[src/hw/rtl/idea_pkg.sv]
`default_nettype none

package idea_pkg;

    localparam int STORE_DEPTH = 256;
    localparam int DATA_W      = 32;
    localparam int ADDR_W      = $clog2(STORE_DEPTH);
    localparam int CNT_W       = ADDR_W + 1;
    localparam int IDX_W       = 10;
    localparam int REQ_W       = 3;
    localparam int STAT_W      = 2;

    typedef enum logic [REQ_W-1:0] {
        REQ_PUSH_FRONT = 3'd0,
        REQ_PUSH_BACK  = 3'd1,
        REQ_POP_FRONT  = 3'd2,
        REQ_POP_BACK   = 3'd3,
        REQ_READ       = 3'd4,
        REQ_WRITE      = 3'd5,
        REQ_REMOVE     = 3'd6
    } req_t;

    typedef enum logic [STAT_W-1:0] {
        ST_OK    = 2'd0,
        ST_RANGE = 2'd1,
        ST_FULL  = 2'd2
    } stat_t;

    typedef enum logic {
        SEL_FRONT = 1'b0,
        SEL_BACK  = 1'b1
    } sel_t;

    typedef struct packed {
        logic              accept;
        logic              wr_en;
        logic              rd_en;
        sel_t              sel;
        logic [ADDR_W-1:0] addr;
        logic              shift_rd;
        logic              capture;
        logic              capture_zero;
        logic              load_out;
    } dp_cmd_t;

endpackage

`default_nettype wire

[src/hw/rtl/idea_ctrl.sv]
`default_nettype none

module idea_ctrl (
    input  wire logic                          aclk,
    input  wire logic                          aresetn,
    input  wire logic                          s_tvalid,
    output logic                               s_tready,
    input  wire logic [idea_pkg::REQ_W-1:0]    in_req,
    input  wire logic [idea_pkg::IDX_W-1:0]    in_index,
    output logic                               m_tvalid,
    input  wire logic                          m_tready,
    output idea_pkg::stat_t                    out_status,
    output logic      [idea_pkg::IDX_W-1:0]    out_count,
    output idea_pkg::dp_cmd_t                  cmd
);

    typedef enum logic [2:0] {
        S_IDLE,
        S_DECODE,
        S_SHIFT,
        S_WRAP,
        S_FINISH
    } state_t;

    localparam logic [idea_pkg::CNT_W-1:0] DEPTH_CNT = idea_pkg::CNT_W'(idea_pkg::STORE_DEPTH);

    state_t                       state_reg,   state_next;
    idea_pkg::req_t               req_reg,     req_next;
    logic [idea_pkg::IDX_W-1:0]   idx_reg,     idx_next;
    logic [idea_pkg::CNT_W-1:0]   fc_reg,      fc_next;
    logic [idea_pkg::CNT_W-1:0]   bc_reg,      bc_next;
    idea_pkg::stat_t              pend_reg,    pend_next;
    logic [idea_pkg::CNT_W-1:0]   ptr_reg,     ptr_next;
    logic [idea_pkg::CNT_W-1:0]   end_reg,     end_next;
    idea_pkg::sel_t               shsel_reg,   shsel_next;
    logic                         cap_reg,     cap_next;
    logic                         capz_reg,    capz_next;
    logic                         mvalid_reg,  mvalid_next;
    idea_pkg::stat_t              mstat_reg,   mstat_next;
    logic [idea_pkg::IDX_W-1:0]   mcount_reg,  mcount_next;

    logic [idea_pkg::IDX_W-1:0]   fc_ext;
    logic [idea_pkg::IDX_W-1:0]   total;
    logic                         in_front;
    logic [idea_pkg::IDX_W-1:0]   front_diff;
    logic [idea_pkg::IDX_W-1:0]   back_diff;
    logic [idea_pkg::CNT_W-1:0]   fc_last;
    logic [idea_pkg::CNT_W-1:0]   bc_last;

    idea_pkg::stat_t              d_status;
    logic                         d_wr;
    logic                         d_rd;
    idea_pkg::sel_t               d_sel;
    logic [idea_pkg::ADDR_W-1:0]  d_addr;
    logic                         d_shift_req;
    idea_pkg::sel_t               d_ssel;
    logic [idea_pkg::ADDR_W-1:0]  d_s;
    logic [idea_pkg::CNT_W-1:0]   d_n;
    logic [idea_pkg::CNT_W-1:0]   d_start;
    logic                         d_shift;
    logic [idea_pkg::CNT_W-1:0]   d_fc;
    logic [idea_pkg::CNT_W-1:0]   d_bc;
    logic                         out_free;

    assign fc_ext     = idea_pkg::IDX_W'(fc_reg);
    assign total      = fc_ext + idea_pkg::IDX_W'(bc_reg);
    assign in_front   = idx_reg < fc_ext;
    assign front_diff = fc_ext - idea_pkg::IDX_W'(1) - idx_reg;
    assign back_diff  = idx_reg - fc_ext;
    assign fc_last    = fc_reg - idea_pkg::CNT_W'(1);
    assign bc_last    = bc_reg - idea_pkg::CNT_W'(1);

    // request decode against the current counts
    always_comb begin
        d_status    = idea_pkg::ST_RANGE;
        d_wr        = 1'b0;
        d_rd        = 1'b0;
        d_sel       = idea_pkg::SEL_FRONT;
        d_addr      = '0;
        d_shift_req = 1'b0;
        d_ssel      = idea_pkg::SEL_FRONT;
        d_s         = '0;
        d_n         = '0;
        d_fc        = fc_reg;
        d_bc        = bc_reg;
        unique case (req_reg)
            idea_pkg::REQ_PUSH_FRONT: begin
                if (fc_reg == DEPTH_CNT) begin
                    d_status = idea_pkg::ST_FULL;
                end else begin
                    d_status = idea_pkg::ST_OK;
                    d_wr     = 1'b1;
                    d_sel    = idea_pkg::SEL_FRONT;
                    d_addr   = fc_reg[idea_pkg::ADDR_W-1:0];
                    d_fc     = fc_reg + idea_pkg::CNT_W'(1);
                end
            end
            idea_pkg::REQ_PUSH_BACK: begin
                if (bc_reg == DEPTH_CNT) begin
                    d_status = idea_pkg::ST_FULL;
                end else begin
                    d_status = idea_pkg::ST_OK;
                    d_wr     = 1'b1;
                    d_sel    = idea_pkg::SEL_BACK;
                    d_addr   = bc_reg[idea_pkg::ADDR_W-1:0];
                    d_bc     = bc_reg + idea_pkg::CNT_W'(1);
                end
            end
            idea_pkg::REQ_POP_FRONT: begin
                if (total != '0) begin
                    d_status = idea_pkg::ST_OK;
                    d_rd     = 1'b1;
                    if (fc_reg != '0) begin
                        d_sel  = idea_pkg::SEL_FRONT;
                        d_addr = fc_last[idea_pkg::ADDR_W-1:0];
                        d_fc   = fc_last;
                    end else begin
                        d_sel       = idea_pkg::SEL_BACK;
                        d_shift_req = 1'b1;
                        d_ssel      = idea_pkg::SEL_BACK;
                        d_n         = bc_reg;
                        d_bc        = bc_last;
                    end
                end
            end
            idea_pkg::REQ_POP_BACK: begin
                if (total != '0) begin
                    d_status = idea_pkg::ST_OK;
                    d_rd     = 1'b1;
                    if (bc_reg != '0) begin
                        d_sel  = idea_pkg::SEL_BACK;
                        d_addr = bc_last[idea_pkg::ADDR_W-1:0];
                        d_bc   = bc_last;
                    end else begin
                        d_sel       = idea_pkg::SEL_FRONT;
                        d_shift_req = 1'b1;
                        d_ssel      = idea_pkg::SEL_FRONT;
                        d_n         = fc_reg;
                        d_fc        = fc_last;
                    end
                end
            end
            idea_pkg::REQ_READ: begin
                if (idx_reg < total) begin
                    d_status = idea_pkg::ST_OK;
                    d_rd     = 1'b1;
                    d_sel    = in_front ? idea_pkg::SEL_FRONT : idea_pkg::SEL_BACK;
                    d_addr   = in_front ? front_diff[idea_pkg::ADDR_W-1:0]
                                        : back_diff[idea_pkg::ADDR_W-1:0];
                end
            end
            idea_pkg::REQ_WRITE: begin
                if (idx_reg == total) begin
                    if (bc_reg == DEPTH_CNT) begin
                        d_status = idea_pkg::ST_FULL;
                    end else begin
                        d_status = idea_pkg::ST_OK;
                        d_wr     = 1'b1;
                        d_sel    = idea_pkg::SEL_BACK;
                        d_addr   = bc_reg[idea_pkg::ADDR_W-1:0];
                        d_bc     = bc_reg + idea_pkg::CNT_W'(1);
                    end
                end else if (idx_reg < total) begin
                    d_status = idea_pkg::ST_OK;
                    d_wr     = 1'b1;
                    d_sel    = in_front ? idea_pkg::SEL_FRONT : idea_pkg::SEL_BACK;
                    d_addr   = in_front ? front_diff[idea_pkg::ADDR_W-1:0]
                                        : back_diff[idea_pkg::ADDR_W-1:0];
                end
            end
            idea_pkg::REQ_REMOVE: begin
                if (idx_reg < total) begin
                    d_status    = idea_pkg::ST_OK;
                    d_shift_req = 1'b1;
                    if (in_front) begin
                        d_ssel = idea_pkg::SEL_FRONT;
                        d_s    = front_diff[idea_pkg::ADDR_W-1:0];
                        d_n    = fc_reg;
                        d_fc   = fc_last;
                    end else begin
                        d_ssel = idea_pkg::SEL_BACK;
                        d_s    = back_diff[idea_pkg::ADDR_W-1:0];
                        d_n    = bc_reg;
                        d_bc   = bc_last;
                    end
                end
            end
            default: begin
            end
        endcase
    end

    assign d_start  = idea_pkg::CNT_W'(d_s) + idea_pkg::CNT_W'(1);
    assign d_shift  = d_shift_req && (d_start < d_n);
    assign out_free = !mvalid_reg || m_tready;

    always_comb begin
        state_next  = state_reg;
        req_next    = req_reg;
        idx_next    = idx_reg;
        fc_next     = fc_reg;
        bc_next     = bc_reg;
        pend_next   = pend_reg;
        ptr_next    = ptr_reg;
        end_next    = end_reg;
        shsel_next  = shsel_reg;
        cap_next    = 1'b0;
        capz_next   = capz_reg;
        mvalid_next = mvalid_reg && !m_tready;
        mstat_next  = mstat_reg;
        mcount_next = mcount_reg;
        cmd         = '0;
        unique case (state_reg)
            S_IDLE: begin
                if (s_tvalid) begin
                    cmd.accept = 1'b1;
                    req_next   = idea_pkg::req_t'(in_req);
                    idx_next   = in_index;
                    state_next = S_DECODE;
                end
            end
            S_DECODE: begin
                cmd.wr_en  = d_wr;
                cmd.rd_en  = d_rd;
                cmd.sel    = d_sel;
                cmd.addr   = d_addr;
                pend_next  = d_status;
                fc_next    = d_fc;
                bc_next    = d_bc;
                cap_next   = 1'b1;
                capz_next  = !d_rd;
                ptr_next   = d_start;
                end_next   = d_n;
                shsel_next = d_ssel;
                state_next = d_shift ? S_SHIFT : S_WRAP;
            end
            S_SHIFT: begin
                cmd.rd_en    = 1'b1;
                cmd.shift_rd = 1'b1;
                cmd.sel      = shsel_reg;
                cmd.addr     = ptr_reg[idea_pkg::ADDR_W-1:0];
                ptr_next     = ptr_reg + idea_pkg::CNT_W'(1);
                if (ptr_next == end_reg) begin
                    state_next = S_WRAP;
                end
            end
            S_WRAP: begin
                state_next = S_FINISH;
            end
            S_FINISH: begin
                if (out_free) begin
                    cmd.load_out = 1'b1;
                    mvalid_next  = 1'b1;
                    mstat_next   = pend_reg;
                    mcount_next  = total;
                    state_next   = S_IDLE;
                end
            end
            default: begin
                state_next = S_IDLE;
            end
        endcase
        cmd.capture      = cap_reg;
        cmd.capture_zero = capz_reg;
    end

    always_ff @(posedge aclk) begin
        if (!aresetn) begin
            state_reg  <= S_IDLE;
            fc_reg     <= '0;
            bc_reg     <= '0;
            cap_reg    <= 1'b0;
            mvalid_reg <= 1'b0;
        end else begin
            state_reg  <= state_next;
            fc_reg     <= fc_next;
            bc_reg     <= bc_next;
            cap_reg    <= cap_next;
            mvalid_reg <= mvalid_next;
        end
        req_reg    <= req_next;
        idx_reg    <= idx_next;
        pend_reg   <= pend_next;
        ptr_reg    <= ptr_next;
        end_reg    <= end_next;
        shsel_reg  <= shsel_next;
        capz_reg   <= capz_next;
        mstat_reg  <= mstat_next;
        mcount_reg <= mcount_next;
    end

    assign s_tready   = (state_reg == S_IDLE);
    assign m_tvalid   = mvalid_reg;
    assign out_status = mstat_reg;
    assign out_count  = mcount_reg;

endmodule

`default_nettype wire

[config.mk]
export PLATFORM = sky130hd
export DESIGN_NAME = idea_ctrl
export DESIGN_NICKNAME = d
export VERILOG_FILES = /design/src/hw/rtl/idea_pkg.sv /design/src/hw/rtl/idea_ctrl.sv
export SDC_FILE = /design/constraint.sdc
export NUM_CORES = 1
export LEC_CHECK = 0
export BUFFER_PORTS_ARGS = -buffer_cell sky130_fd_sc_hd__buf_2
export CORE_ASPECT_RATIO = 1.5
export CORE_MARGIN = 1.5
export CORE_UTILIZATION = 30
export CTS_CLUSTER_SIZE = 10
export DETAILED_ROUTE_END_ITERATION = 16
export PLACE_DENSITY_LB_ADDON = 0.25
export REMOVE_ABC_BUFFERS = 1
export SLEW_MARGIN = 20
export SYNTH_ARGS = -nofsm -noshare
export SYNTH_HDL_FRONTEND = slang
export SYNTH_SLANG_ARGS = --single-unit
export TNS_END_PERCENT = 20
[constraint.sdc]
create_clock -name aclk -period 6.5 [get_ports aclk]
set_clock_uncertainty 0.1 [all_clocks]
set_input_delay 0.65 -clock aclk [delete_from_list [all_inputs] [get_ports aclk]]
set_output_delay 0.65 -clock aclk [all_outputs]
set_load 0.03 [all_outputs]
==> results_dict.tcl <==
set metrics [dict create \
    outcome "completed" \
    switchingPower_mw 1.303 \
    viasPerCell 5.406 \
    synth_compound_area_share_pct 20.77 \
    holdWs_ns 0.3333 \
    drt_wl_total_um 19520 \
    cts_made_buffers 9 \
    dieArea_mm2 0.02037 \
    critPathMaxFanout 10 \
    cts_max_level 3 \
    grt_first_pass_wirelength_um 30110 \
    cap_violations 0 \
    p_clk_share_pct 19.6 \
    ys_seq_area_share_pct 31.99 \
    cp_common_cell "ha_1" \
    whs_path_depth 0 \
    period_needed_ns 5.950 \
    synth.ff_latch_count 70 \
    drc 0 \
    ctsRootBufferMaster "clkbuf_16" \
    fin_nets 778 \
    cts_resized 0 \
    synth.top_cell.area_share_pct 24.12 \
    final.setup.worst_slack_ns 0.5505 \
    synth_commonest_cells "nand2_1, ha_1, edfxtp_1" \
    synthSimpleGateAreaFrac_pct 20.21 \
    dr.pass1.iters 5 \
    syn_inst 662 \
    critical_path_arrival_ns 6.08 \
    synth_fa_ha_area_share_pct 11.38 \
    grt_pass1_vias 5342 \
    critPathRequiredTime_ns 6.63 \
    core.rowCount 62 \
    via_count 5244 \
    reg2reg_depth 20 \
    grt_usage_pct 19.84 \
    synth_area_mm2 0.005851 \
    leakage_nw 2.821 \
    place_area_mm2 0.006406 \
    power.density_mw_per_mm2 416.3 \
    setup_tns_ns 0 \
    cp-end-kind "flip-flop" \
    final_antenna_net_count 0 \
    cts.clk_slew.worst_paths_ns 0.06 \
    cts_buffer_depth 2 \
    crit_family "compound AO/OA/AOI/OAI gates" \
    wire_per_inst_um 20.13 \
    p_comb_share_pct 54.1 \
    gr-total-overflow 0 \
    clock_latency_ns 0.34 \
    crit_type "reg -> reg" \
    hpwl_um 15400 \
    cp.depth 20 \
    synthFlopType "edfxtp_1" \
    worst_slew_pin_slew_ns 0.9437 \
    avgSynthCellArea_um2 8.838 \
    critical_path_buf_inv_count 1 \
    coreArea_mm2 0.01916 \
    synthArstFlopShare_pct 0 \
    setup_viol 0 \
    design_area_mm2 0.006734 \
    n_fill_cell 2015 \
    area_delta_synth_final_pct 15.10 \
    start_util_pct 30.53 \
    slowest_stage "dfxtp_1" \
    numPortBuffers 46 \
    setup.worst_path.start_class "flip-flop" \
    synth.area.top_cells "edfxtp_1, ha_1, dfxtp_1" \
    max_slew_margin_pct 36.52 \
    synth_top_family_by_area "compound AO/OA/AOI/OAI gates" \
    ys_types 84 \
    postCtsSetupBuffers 0 \
    max_freq_mhz 168.1 \
    finalMaxSlewViolations 0 \
    hold_path_class "reg -> reg" \
    ir_worst_vdd_mv 0.1116 \
    drive_gt1_share_pct 15.27 \
    yosysTopAreaCell "edfxtp_1" \
    dieHeight_um 174.0 \
    yosysWarningCount 0 \
    synth_xor_area_share_pct 8.704 \
    die_x_um 117.0 \
    grt_setup_unrepaired "false" \
    synth_edf_count 47 \
    n_antenna_cell 0 \
    clock_sinks 70 \
    initialDrtViolationCount 430 \
    p_sw_share_pct 46.47 \
    yosysMostFrequentCell "nand2_1" \
    critical_path.max_stage_delay_ns 0.55 \
    hold_buffers 0 \
    hold_violations 0 \
    boundaryPins 47 \
    antenna_found_initial 0 \
    intPower_mw 1.501 \
    gp_congestion 0.9880 \
    power_frac_seq_pct 26.3 \
    finalCritPeriodShare_pct 91.53 \
    crit_chain "ha_1, a21o_1, a2111o_1, o21a_1, xnor2_1, ha_1, o21a_1, o22ai_1, nand3_2, nor2_1, ha_1, inv_1, or4b_4, nor3_2, and3_2, ha_1, nor2b_1, a2111oi_0, o21ai_0, o31a_1" \
    cts_tree "done" \
    grt_max_degree 26 \
    pre_cts_slack_ns 0.6163 \
    muxShareOfSynthArea_pct 0.8768 \
]
==> worst reg2reg max path, cell delays in order (launching register included) <==
cell and delay [ns]:
dfxtp_1 0.55, ha_1 0.35, a21o_1 0.22, a2111o_1 0.42
o21a_1 0.19, xnor2_1 0.28, ha_1 0.31, o21a_1 0.20
o22ai_1 0.35, nand3_2 0.31, nor2_1 0.25, ha_1 0.21
inv_1 0.05, or4b_4 0.55, nor3_2 0.23, and3_2 0.22
ha_1 0.23, nor2b_1 0.13, a2111oi_0 0.27, o21ai_0 0.15
o31a_1 0.30
==> metrics by stage <==
stage / std cells / power, mW / util, %
detailed placement: 954 / 2.245 / 33.43
finish: 970 / 2.803 / 35.14
CTS: 970 / 2.803 / 35.12
floorplan: 628 / 1.734 / -
global route: 970 / 2.984 / 35.14
global placement: 954 / 2.252 / 33.43
==> final cells by class <==
class / instances / area, µm² / share of cell area (%)
clock buffers: 9 / 225.2 / 3.344
clock inverters: 7 / 97.59 / 1.449
inverters: 48 / 180.2 / 2.676
multi-input cells: 510 / 3628 / 53.88
flip-flops and latches: 70 / 1872 / 27.80
well taps: 256 / 320.3 / 4.757
repair buffers: 70 / 410.4 / 6.094
==> power by group through the flow <==
stage,logic [mW],registers [mW],clock network (mW)
2_1_floorplan,1.00,0.733,0
3_3_place_gp,1.51,0.745,0
3_5_place_dp,1.50,0.746,0
4_1_cts,1.51,0.737,0.560
5_1_grt,1.66,0.752,0.576
6_report,1.52,0.737,0.549
==> cell families after synthesis <==
family / count (synthesis)
muxes: 5
buffers and inverters: 82
xor gates and xnor gates: 56
and+or+nand+nor: 227
adders and majority gates: 52
AOI/OAI and AO/OA: 170
DFF: 70
==> path summary, 6_finish.rpt <==
kind / start / endpoint / slack (ns)
setup / recovery: fc_reg[4] / state_reg[0] / 0.55
hold / removal: pend_reg[1] / out_status[1] / 0.33
setup reg to reg: fc_reg[4] / state_reg[0] / 0.55
hold reg to reg: pend_reg[1] / out_status[1] / 0.33
==> metal layers <==
layer	up-vias	global-route usage [%]	part of all wire, %
li1	2513	-	-
met1	2494	21.33	38
met2	174	35.67	53
met3	63	3.522	4.0
met4	0	11.14	5.4
met5	-	0	0
==> layout by cell type (no fill, tap or decap), drive strengths merged, types with 22 or more instances in the layout <==
cell and n:
nand3 22, xor2 23, buf 70, nand2 59, inv 47, o21ai 26, xnor2 33, ha 50
edfxtp 47, a21oi 36, nor2 42, dfxtp 23
No activity file was read; power rests on OpenSTA's default activity.
